`src/rtl/rmts_pkg.sv`:
```
// Shared types and codes for the rate-monotonic task scheduler.
package rmts_pkg;

  localparam logic OP_DEFINE = 1'b0;
  localparam logic OP_TICK   = 1'b1;

  typedef struct packed {
    logic def_wr;      // write a slot definition from the input ports
    logic tick_start;  // clear scan state, start a tick
    logic scan_step;   // release + compare for the current slot
    logic finish;      // charge the winner one tick, load result
  } rmts_cmd_t;

  typedef struct packed {
    logic scan_last;   // current slot is the last one
  } rmts_status_t;

endpackage

```
`src/rtl/rmts_ctrl.sv`:
```
// Controller state machine of the rate-monotonic task scheduler.
module rmts_ctrl (
  input  logic                  clk,
  input  logic                  rst_n,
  input  logic                  start,
  input  logic                  in_op,
  input  rmts_pkg::rmts_status_t status,
  output rmts_pkg::rmts_cmd_t   cmd,
  output logic                  busy
);
  import rmts_pkg::*;

  typedef enum logic [2:0] {
    ST_IDLE = 3'b001,
    ST_SCAN = 3'b010,
    ST_FIN  = 3'b100
  } state_t;

  state_t state_r, state_nxt;

  logic accept;
  assign accept = start && (state_r == ST_IDLE);

  always_comb begin
    state_nxt = state_r;
    unique case (state_r)
      ST_IDLE: begin
        if (accept && (in_op == OP_TICK)) state_nxt = ST_SCAN;
      end
      ST_SCAN: begin
        if (status.scan_last) state_nxt = ST_FIN;
      end
      ST_FIN:  state_nxt = ST_IDLE;
      default: state_nxt = ST_IDLE;
    endcase
  end

  always_ff @(posedge clk) begin
    if (!rst_n) state_r <= ST_IDLE;
    else        state_r <= state_nxt;
  end

  assign cmd.def_wr     = accept && (in_op == OP_DEFINE);
  assign cmd.tick_start = accept && (in_op == OP_TICK);
  assign cmd.scan_step  = (state_r == ST_SCAN);
  assign cmd.finish     = (state_r == ST_FIN);
  assign busy           = (state_r != ST_IDLE);

endmodule

```
`src/rtl/rmts_dp.sv`:
```
// Datapath of the rate-monotonic task scheduler: slot tables, serial scan, result registers.
module rmts_dp #(
  parameter int TASK_SLOTS = 8,
  parameter int TIME_BITS  = 16
) (
  input  logic                   clk,
  input  logic                   rst_n,
  input  rmts_pkg::rmts_cmd_t    cmd,
  output rmts_pkg::rmts_status_t status,
  input  logic [2:0]             in_slot,
  input  logic [15:0]            in_period,
  input  logic [15:0]            in_wcet,
  output logic                   out_valid,
  output logic [2:0]             out_running_slot,
  output logic                   out_idle,
  output logic                   out_job_done,
  output logic                   out_deadline_miss
);
  import rmts_pkg::*;

  localparam int SLOT_W = $clog2(TASK_SLOTS);

  logic                 valid_r  [TASK_SLOTS];
  logic [TIME_BITS-1:0] period_r [TASK_SLOTS];
  logic [TIME_BITS-1:0] budget_r [TASK_SLOTS];
  logic [TIME_BITS-1:0] work_r   [TASK_SLOTS];
  logic [TIME_BITS-1:0] cd_r     [TASK_SLOTS];

  logic [SLOT_W-1:0]    idx_r;
  logic                 found_r;
  logic                 miss_r;
  logic [SLOT_W-1:0]    best_r;
  logic [TIME_BITS-1:0] best_per_r;
  logic [TIME_BITS-1:0] best_work_r;

  logic                 out_valid_r;
  logic [2:0]           out_slot_r;
  logic                 out_idle_r;
  logic                 out_done_r;
  logic                 out_miss_r;

  // define decode
  logic [SLOT_W-1:0]    wr_idx;
  logic                 wr_in_range;
  logic [TIME_BITS-1:0] def_per;
  logic [TIME_BITS-1:0] def_wc;
  logic                 def_on;

  assign wr_idx      = SLOT_W'(in_slot);
  assign wr_in_range = ({29'd0, in_slot} < 32'(TASK_SLOTS));
  assign def_per     = TIME_BITS'(in_period);
  assign def_wc      = TIME_BITS'(in_wcet);
  assign def_on      = (def_per != '0) && (def_wc != '0);

  // per-slot release and compare
  logic                 cur_valid;
  logic [TIME_BITS-1:0] cur_per;
  logic [TIME_BITS-1:0] cur_work;
  logic [TIME_BITS-1:0] cur_cd;
  logic                 release_now;
  logic [TIME_BITS-1:0] work_nxt;
  logic [TIME_BITS-1:0] cd_nxt;
  logic                 cand;

  assign cur_valid   = valid_r[idx_r];
  assign cur_per     = period_r[idx_r];
  assign cur_work    = work_r[idx_r];
  assign cur_cd      = cd_r[idx_r];
  assign release_now = cur_valid && (cur_cd == '0);
  assign work_nxt    = release_now ? budget_r[idx_r] : cur_work;

  always_comb begin
    cd_nxt = cur_cd;
    if (release_now)    cd_nxt = cur_per - TIME_BITS'(1);
    else if (cur_valid) cd_nxt = cur_cd - TIME_BITS'(1);
  end

  // strict less-than keeps the lower slot on period ties
  assign cand = cur_valid && (work_nxt != '0) && (!found_r || (cur_per < best_per_r));

  assign status.scan_last = (idx_r == SLOT_W'(TASK_SLOTS - 1));

  always_ff @(posedge clk) begin
    if (!rst_n) begin
      for (int i = 0; i < TASK_SLOTS; i++) begin
        valid_r[i] <= 1'b0;
        work_r[i]  <= '0;
        cd_r[i]    <= '0;
      end
    end else if (cmd.def_wr) begin
      if (wr_in_range) begin
        valid_r[wr_idx] <= def_on;
        work_r[wr_idx]  <= '0;
        cd_r[wr_idx]    <= '0;
      end
    end else if (cmd.scan_step) begin
      work_r[idx_r] <= work_nxt;
      cd_r[idx_r]   <= cd_nxt;
    end else if (cmd.finish && found_r) begin
      work_r[best_r] <= best_work_r - TIME_BITS'(1);
    end
  end

  always_ff @(posedge clk) begin
    if (cmd.def_wr && wr_in_range) begin
      period_r[wr_idx] <= def_per;
      budget_r[wr_idx] <= def_wc;
    end
  end

  always_ff @(posedge clk) begin
    if (!rst_n) begin
      idx_r   <= '0;
      found_r <= 1'b0;
      miss_r  <= 1'b0;
    end else if (cmd.tick_start) begin
      idx_r   <= '0;
      found_r <= 1'b0;
      miss_r  <= 1'b0;
    end else if (cmd.scan_step) begin
      idx_r  <= idx_r + SLOT_W'(1);
      miss_r <= miss_r || (release_now && (cur_work != '0));
      if (cand) found_r <= 1'b1;
    end
  end

  always_ff @(posedge clk) begin
    if (cmd.scan_step && cand) begin
      best_r      <= idx_r;
      best_per_r  <= cur_per;
      best_work_r <= work_nxt;
    end
  end

  always_ff @(posedge clk) begin
    if (!rst_n) out_valid_r <= 1'b0;
    else        out_valid_r <= cmd.def_wr || cmd.finish;
  end

  always_ff @(posedge clk) begin
    if (cmd.def_wr) begin
      out_slot_r <= 3'd0;
      out_idle_r <= 1'b1;
      out_done_r <= 1'b0;
      out_miss_r <= 1'b0;
    end else if (cmd.finish) begin
      out_slot_r <= found_r ? 3'(best_r) : 3'd0;
      out_idle_r <= !found_r;
      out_done_r <= found_r && (best_work_r == TIME_BITS'(1));
      out_miss_r <= miss_r;
    end
  end

  assign out_valid         = out_valid_r;
  assign out_running_slot  = out_slot_r;
  assign out_idle          = out_idle_r;
  assign out_job_done      = out_done_r;
  assign out_deadline_miss = out_miss_r;

endmodule

```
`src/rtl/rate_monotonic_task_scheduler.sv`:
```
// Top level of the rate-monotonic task scheduler.
//
// Usage:
//   Input: an item is taken at a rising edge with start high and busy low.
//   in_op selects define (write in_period / in_wcet into slot in_slot) or
//   tick (advance time by one unit). Every item yields one result on the
//   out_ ports, valid for the single cycle that out_valid is high.
//   Define: the result follows in the next cycle; busy stays low, so defines
//   may be issued every cycle.
//   Tick: the controller scans the slots one per cycle, releasing jobs and
//   tracking the shortest-period ready task, then charges the winner one
//   tick. The result is registered as the finish state ends; busy is high
//   through the scan and finish states, so no new item is taken until then.
//   The scan length is set by the single read port on the slot tables.
//   Reset (synchronous, rst_n low) clears all slots to undefined tasks.
//   The receiver cannot stall; each result is consumed in its strobe cycle.
module rate_monotonic_task_scheduler #(
  parameter int TASK_SLOTS = 8,
  parameter int TIME_BITS  = 16
) (
  input  logic        clk,
  input  logic        rst_n,
  input  logic        start,
  output logic        busy,
  input  logic        in_op,
  input  logic [2:0]  in_slot,
  input  logic [15:0] in_period,
  input  logic [15:0] in_wcet,
  output logic        out_valid,
  output logic [2:0]  out_running_slot,
  output logic        out_idle,
  output logic        out_job_done,
  output logic        out_deadline_miss
);
  import rmts_pkg::*;

  rmts_cmd_t    cmd;
  rmts_status_t status;

  rmts_ctrl u_ctrl (
    .clk    (clk),
    .rst_n  (rst_n),
    .start  (start),
    .in_op  (in_op),
    .status (status),
    .cmd    (cmd),
    .busy   (busy)
  );

  rmts_dp #(
    .TASK_SLOTS (TASK_SLOTS),
    .TIME_BITS  (TIME_BITS)
  ) u_dp (
    .clk               (clk),
    .rst_n             (rst_n),
    .cmd               (cmd),
    .status            (status),
    .in_slot           (in_slot),
    .in_period         (in_period),
    .in_wcet           (in_wcet),
    .out_valid         (out_valid),
    .out_running_slot  (out_running_slot),
    .out_idle          (out_idle),
    .out_job_done      (out_job_done),
    .out_deadline_miss (out_deadline_miss)
  );

  // at most one datapath command per cycle
  a_cmd_onehot: assert property (@(posedge clk) disable iff (!rst_n)
    $onehot0({cmd.def_wr, cmd.tick_start, cmd.scan_step, cmd.finish}))
    else $error("more than one datapath command active");

  a_tick_busy: assert property (@(posedge clk) disable iff (!rst_n)
    (start && !busy && (in_op == OP_TICK)) |=> busy)
    else $error("tick transaction did not raise busy");

  a_define_result: assert property (@(posedge clk) disable iff (!rst_n)
    (start && !busy && (in_op == OP_DEFINE)) |=>
      (out_valid && out_idle && !out_job_done && !out_deadline_miss))
    else $error("define transaction result missing or wrong");

  a_done_not_idle: assert property (@(posedge clk) disable iff (!rst_n)
    (out_valid && out_job_done) |-> !out_idle)
    else $error("job_done reported on an idle tick");

endmodule

```
`config.mk`:
```
export PLATFORM = sky130hd
export DESIGN_NAME = rate_monotonic_task_scheduler
export DESIGN_NICKNAME = d
export VERILOG_FILES = /design/src/rtl/rmts_pkg.sv /design/src/rtl/rmts_ctrl.sv /design/src/rtl/rmts_dp.sv /design/src/rtl/rate_monotonic_task_scheduler.sv
export SDC_FILE = /design/constraint.sdc
export NUM_CORES = 1
export LEC_CHECK = 0
export ABC_CLOCK_PERIOD_IN_PS = 8130
export BUFFER_PORTS_ARGS = -buffer_cell sky130_fd_sc_hd__buf_2
export CORE_ASPECT_RATIO = 2
export CORE_MARGIN = 4
export CORE_UTILIZATION = 45
export DETAILED_ROUTE_END_ITERATION = 8
export GPL_TIMING_DRIVEN = 0
export SYNTH_ARGS = -nofsm -noshare
export SYNTH_HDL_FRONTEND = slang
export SYNTH_SLANG_ARGS = --single-unit
```
`constraint.sdc`:
```
create_clock -name clk -period 8.13 [get_ports clk]
set_clock_uncertainty 0.2 [all_clocks]
set_input_delay 0 -clock clk [delete_from_list [all_inputs] [get_ports clk]]
set_output_delay 0 -clock clk [all_outputs]
set_load 0.01 [all_outputs]
```
==> results of run 1 <==
==> cells in the mapped netlist, types with 5 or more instances <==
library cell  number  share of area
nand2b_1          12         0.0029
mux2_2            13         0.0057
nor4_1            22         0.0054
mux2i_4           10         0.0088
a21boi_0           6         0.0018
inv_1             35         0.0051
nor3_1            41         0.0080
xor2_1            12         0.0041
o22ai_1            7         0.0017
mux4_2           126           0.11
and2_1             8         0.0020
nor2b_1           11         0.0027
buf_4              5         0.0015
edfxtp_1         547           0.64
a21o_1             7         0.0021
or2_2             10         0.0024
a21oi_1           23         0.0045
nand4_1           17         0.0042
buf_6              5         0.0022
nand2_1           69          0.010
buf_2             27         0.0053
and3_1             5         0.0012
o31ai_1            6         0.0018
nor2_2             8         0.0020
clkbuf_1          41         0.0060
o21ai_0           20         0.0039
nand3_1           22         0.0043
nor2_1           300          0.044
ha_1              22          0.011
a22oi_2           13         0.0063
nor3b_1           11         0.0032
mux2i_1           68          0.027
xnor2_1           19         0.0065
buf_1              8         0.0012
dfxtp_1           26          0.020
==> power by group through the flow <==
stage,clock (W),combinational (W),sequential [W]
after CTS,0.00230,0.000226,0.00331
after detailed placement,0,0.000210,0.00338
after global routing,0.00241,0.000240,0.00331
after floorplan,0,0.000114,0.00337
final,0.00226,0.000224,0.00331
after global placement,0,0.000199,0.00337
==> cell usage in the layout (no fill, tap or decap), types with 26 or more instances in the layout <==
cell type      Yosys  layout
edfxtp_1         547     547
mux4_2           126     126
nor2_1           300     294
dfxtp_1           26      26
nor3_1            41      39
nand2_1           69      69
clkbuf_16          0      49
buf_2             27      73
dlygate4sd3_1      0      40
clkbuf_1          41      56
inv_1             35      35
mux2i_1           68      68
==> kinds of logic after synthesis <==
group / share of synthesized area
multiplexers: 0.1554
XOR/XNOR: 0.01060
adder cells (fa/ha/maj): 0.01074
AO/OA/AOI/OAI: 0.03736
flip-flops: 0.6614
buffers and inverters: 0.02261
AND/OR/NAND/NOR: 0.1019
==> state kept, by name, indices dropped and copies added (netlist names), named ones only <==
register                count
u_dp.out_running_slot       3
u_dp.best_per_r            16
u_dp.valid_r                8
u_dp.out_deadline_miss      1
u_dp.found_r                1
u_ctrl.state_r              3
u_dp.period_r             128
u_dp.idx_r                  3
u_dp.out_job_done           1
u_dp.budget_r             128
u_dp.best_work_r           16
u_dp.miss_r                 1
u_dp.best_r                 3
u_dp.out_idle               1
u_dp.cd_r                 128
u_dp.work_r               128
u_dp.out_valid              1
==> critical path, cell delays in order (launching register included) <==
cell and delay, ns:
dfxtp_1 0.33, buf_2 0.24, buf_2 0.42, buf_2 0.41, buf_2 0.46, buf_2 0.53
buf_2 0.45, buf_1 0.77, mux4_2 0.41, mux2_2 0.33, ha_1 0.30, nand2_1 0.06
o31a_1 0.33, o31ai_1 0.75, a21oi_4 0.32, buf_12 0.27
==> layout make-up <==
| class | instances | share of cell area |
|---|---|---|
| Antenna cell | 3 | 0.0002589 |
| Inverter | 35 | 0.004531 |
| Clock inverter | 18 | 0.005135 |
| Buffer | 88 | 0.01545 |
| Clock buffer | 68 | 0.04613 |
| Timing Repair Buffer | 101 | 0.03020 |
| Tap cell | 750 | 0.03236 |
| Multi-Input combinational cell | 962 | 0.2815 |
| Sequential cell | 573 | 0.5844 |
==> through the flow <==
| step | std cells | hold slack, ns |
|---|---|---|
| 6_report | 2598 | 0.03977 |
| 5_1_grt | 2597 | 0.05099 |
| 4_1_cts | 2595 | 0.001477 |
| 3_5_place_dp | 2469 | 0.08883 |
| 3_3_place_gp | 2454 | 0.08117 |
| 2_1_floorplan | 1658 | -0.1011 |
==> metal layers <==
| layer | up-vias | GRT usage | routed length (um) |
|---|---|---|---|
| met5 | - | 0 | 21 |
| met4 | 4 | 0.1571 | 5875 |
| met3 | 214 | 0.03041 | 3291 |
| met2 | 577 | 0.4577 | 40970 |
| met1 | 7912 | 0.2448 | 24040 |
| li1 | 6690 | - | - |
==> how the worst max path moves through the flow <==
| stage | endpoint | depth (start not counted) | slack, ns |
|---|---|---|---|
| floorplan | u_dp.best_per_r[0] | 18 | 2.07 |
| global placement | u_dp.best_per_r[1] | 16 | -0.77 |
| detailed placement | u_dp.best_per_r[2] | 15 | 1.32 |
| CTS | u_dp.best_per_r[2] | 15 | 1.26 |
| global route | u_dp.best_per_r[2] | 15 | 1.21 |
| finish | u_dp.best_per_r[2] | 15 | 1.21 |
==> metrics.cfg, run 1 <==
[outcome]
outcome = completed

[floorplanning]
io_pins = 47
die_area_um2 = 61050
core_area_um2 = 56330
placementRows = 123
die_h_um = 345.5
initial_core_util = 0.4549
die_x_um = 176.7

[pwr]
p_comb_frac = 0.039
p_seq_frac = 0.571
clkPwrFrac = 0.390
p_sw_w = 0.001224
power.density_nw_per_um2 = 200.0
p_int_w = 0.004576
p_leak_nw = 9.585
ir_drop_mv = 0.1443
switching_share = 0.2110
total_power_w = 0.005800

[synthesis]
synth_edf_count = 547
synth_cells = 1658
syn-cell-area_um2 = 25620
synth_seq_cells = 573
synth_nets = 1719
ys_warn_count = 0
yosysSeqAreaShare = 0.6614
synth-async-reset-ratio = 0
avgSynthCellArea_um2 = 15.45
dominantRegCellSynth = edfxtp_1
synth_cell_types = 80

[sta]
setup_violations = 0
tightest_slew_ns = 1.318
finalSetupTns_ns = 0
hold_viol = 0
rsz0062_at_grt = no
layout_min_cycle_time_ns = 6.923
slew_viol_final = 0
max-slew-margin-rel = 0.1215
clock.fmax_mhz = 144.5
period_share = 0.8515
layout_setup_ws_ns = 1.207

[drt]
via_per_inst = 5.926
first_pass_iters = 5
ant_nets = 0
routed_wl_um = 74200
drc_errors = 0
vias = 15397
wl_per_cell_um = 28.56
drt_iter0_drc = 1182

[cts]
cts.sinks = 573
cts_buffers = 48
cts.repair.resized = 0
post_cts.repair.setup_buffers = 0
insertion_delay_ns = 0.60
cts_root_buffer = clkbuf_16
cts_tree = yes
clockBufferDepth = 3
postCtsHoldBufs = 40
cts.clk_slew.worst_paths_ns = 0.07
ctsHtreeMaxLevel = 2

[finish]
multi_input_area_um2 = 8163
syn_to_final_growth_pct = 13.17
finalNetCount = 1870
regArea_um2 = 16950
drive_gt1_frac = 0.2022
stdcell_area_um2 = 29000
num-fill-cells = 4792
final_util = 0.5148

[setup_path]
crit_required_ns = 8.26
arrival_ns = 7.06
timing.rr.end = u_dp.best_per_r[2]
crit_path_max_fanout = 25
start_kind = flip-flop
worstSetupPathType = flip-flop to flip-flop
rrSetupSlack_ns = 1.21
end_kind = flip-flop
r2r_cells = 15

[min_path]
hp-class = input port to flip-flop
worstHoldStart = in_period[4]
hold_end = u_dp.period_r[2][4]
hold-path-cell-count = 2

[grt]
grt-ovfl-total = 0
antenna_found_initial = 4
grt_first_pass_wirelength_um = 107600
grt_pass1_vias = 16320
grt_util_all_layers = 0.2425
grt_max_degree = 26

[placed_design]
place_area_um2 = 27100
place.gp.congestion = 0.9568
pre_cts_ws_ns = 1.321
io_buffers = 46
hpwl_um = 53630

[flow_run]
cap_violations = 0

No activity file was read; power rests on OpenSTA's default activity.
==> inputs of run 2 (changes only) <==
Settings changed: CTS_BUF_LIST set to sky130_fd_sc_hd__clkbuf_4 sky130_fd_sc_hd__clkbuf_8.
==> metrics.cfg, run 2 (same netlist as run 1, synthesis figures left out) <==
[outcome]
outcome = completed

[grt]
grt_pass1_vias = 16761  ; +2.7%
grt_util_all_layers = 0.2463  ; +0.003807
grt_max_degree = 26  ; unchanged
antenna_found_initial = 4  ; unchanged
grt_first_pass_wirelength_um = 109100  ; +1.4%
grt-ovfl-total = 0  ; unchanged

[finish]
final_common_cell = edfxtp_1
layout_common_cells = edfxtp_1, nor2_1, mux4_2
stdcell_area_um2 = 29390  ; +1.4%
num-fill-cells = 4780  ; -0.25%
finalNetCount = 1933  ; +3.4%
syn_to_final_growth_pct = 14.72
drive_gt1_frac = 0.2220  ; +0.01982
final_util = 0.5218  ; +0.007042

[cts]
cts.clk_slew.worst_paths_ns = 0.08  ; about the same
cts_root_buffer = clkbuf_8
cts_tree = yes
cts_buffers = 78  ; +63%
cts.repair.resized = 0  ; unchanged
clockBufferDepth = 3  ; unchanged
insertion_delay_ns = 0.67  ; +0.07 ns
cts.sinks = 573  ; unchanged
ctsHtreeMaxLevel = 3  ; +1

[setup_path]
r2r_cells = 15  ; unchanged
timing.rr.end = u_dp.best_per_r[2]
end_kind = flip-flop
crit_required_ns = 8.34  ; +0.08 ns
worstSetupPathType = flip-flop to flip-flop
rrSetupSlack_ns = 1.22  ; about the same
start_kind = flip-flop
crit_path_max_fanout = 25  ; unchanged
arrival_ns = 7.12  ; +0.06 ns

[drt]
drt_iter0_drc = 1072  ; -9.3%
first_pass_iters = 7  ; +2
wl_per_cell_um = 28.00  ; -2.0%
drc_errors = 0  ; unchanged
routed_wl_um = 75070  ; +1.2%
vias = 15722  ; +2.1%
via_per_inst = 5.864  ; -1.1%
ant_nets = 0  ; unchanged

[floorplanning]
core_area_um2 = 56330  ; unchanged
die_h_um = 345.5  ; unchanged
initial_core_util = 0.4549  ; unchanged
io_pins = 47  ; unchanged
placementRows = 123  ; unchanged
die_x_um = 176.7  ; unchanged
die_area_um2 = 61050  ; unchanged

[sta]
clock.fmax_mhz = 144.7  ; +0.16%
period_share = 0.8502  ; -0.001333
hold_viol = 0  ; unchanged
layout_min_cycle_time_ns = 6.912  ; -0.01084 ns
hold_slack_ns = 0.02963  ; -0.01014 ns
setup_violations = 0  ; unchanged
max-slew-margin-rel = 0.1329  ; +0.01138
tightest_slew_ns = 1.301  ; -0.01707 ns
rsz0062_at_grt = no
finalSetupTns_ns = 0  ; unchanged
slew_viol_final = 0  ; unchanged

[pwr]
ir_drop_mv = 0.09765  ; -32%
p_comb_frac = 0.041  ; +0.002
power.density_nw_per_um2 = 197.1  ; -1.5%
p_sw_w = 0.001250  ; +2.1%
clkPwrFrac = 0.387  ; -0.003
p_int_w = 0.004543  ; -0.73%
total_power_w = 0.005793  ; -0.13%
p_leak_nw = 9.817  ; +2.4%
p_seq_frac = 0.572  ; about the same
switching_share = 0.2158  ; +0.004762

[placed_design]
io_buffers = 46  ; unchanged
hpwl_um = 53630  ; unchanged
place_area_um2 = 27100  ; unchanged
place.gp.congestion = 0.9568  ; unchanged

[min_path]
worstHoldStart = in_period[8]
hp-class = input port to flip-flop
hold-path-cell-count = 2  ; unchanged
hold_end = u_dp.period_r[6][8]

[flow_run]
cap_violations = 0  ; unchanged

## run 2: changes by cell type in the layout (fill, tap and decap cells not counted), sizes merged
cell	previous run	this run
clkbuf	109	149
dlygate4sd3	40	73
clkinv	12	22
bufinv	2	3
inv	37	36
## run 2: what timing repair did
action / CTS / global route
hold buffers: 73 / 0
endpoints found under the hold margin: 383 / 0
buffers inserted: 0 / 0
## run 2: power by group through the flow
stage / clock, W / sequential (W) / combinational (W)
detailed placement: 0 / 0.00338 / 0.000210
finish: 0.00224 / 0.00331 / 0.000238
global placement: 0 / 0.00337 / 0.000199
global route: 0.00240 / 0.00332 / 0.000254
CTS: 0.00228 / 0.00331 / 0.000240
floorplan: 0 / 0.00337 / 0.000114
## run 2: layout make-up
class	instances	area [um^2]	area share
inverters	35	131.4	0.004470
multi-input cells	962	8163	0.2777
diodes	3	7.507	0.0002554
well taps	750	938.4	0.03193
flip-flops and latches	573	16950	0.5765
plain buffers	88	447.9	0.01524
repair buffers	134	1206	0.04104
clock buffers	108	1349	0.04589
clock inverters	28	203.9	0.006939
## run 2: worst max path at each step
stage,from,to,slack [ns]
global route,flip-flop,u_dp.best_per_r[9],1.21
detailed placement,flip-flop,u_dp.best_per_r[2],1.32
finish,flip-flop,u_dp.best_per_r[2],1.22
CTS,flip-flop,u_dp.best_per_r[8],1.26
global placement,flip-flop,u_dp.best_per_r[1],-0.77
floorplan,flip-flop,u_dp.best_per_r[0],2.07
## run 2: per-stage QoR
step                cells  worst slack, ns
global route         2681            1.212
detailed placement   2469            1.321
floorplan            1658            2.071
global placement     2454          -0.7656
CTS                  2678            1.262
finish               2681            1.218
## run 2: metal layers
layer,share of wire,vias to the layer above,global-route usage
li1,-,6825,-
met1,0.32,8057,0.2454
met2,0.56,610,0.4625
met3,0.045,228,0.03566
met4,0.077,2,0.1644
met5,0.00012,-,0
## run 2: critical path, stage by stage, from the launching register on
cell and delay, ns:
dfxtp_1 0.33, buf_2 0.24, buf_2 0.41, buf_2 0.42, buf_2 0.45, buf_2 0.53
buf_2 0.45, buf_1 0.77, mux4_2 0.41, mux2_2 0.32, ha_1 0.29, nand2_1 0.06
o31a_1 0.32, o31ai_1 0.76, a21oi_4 0.32, buf_12 0.27
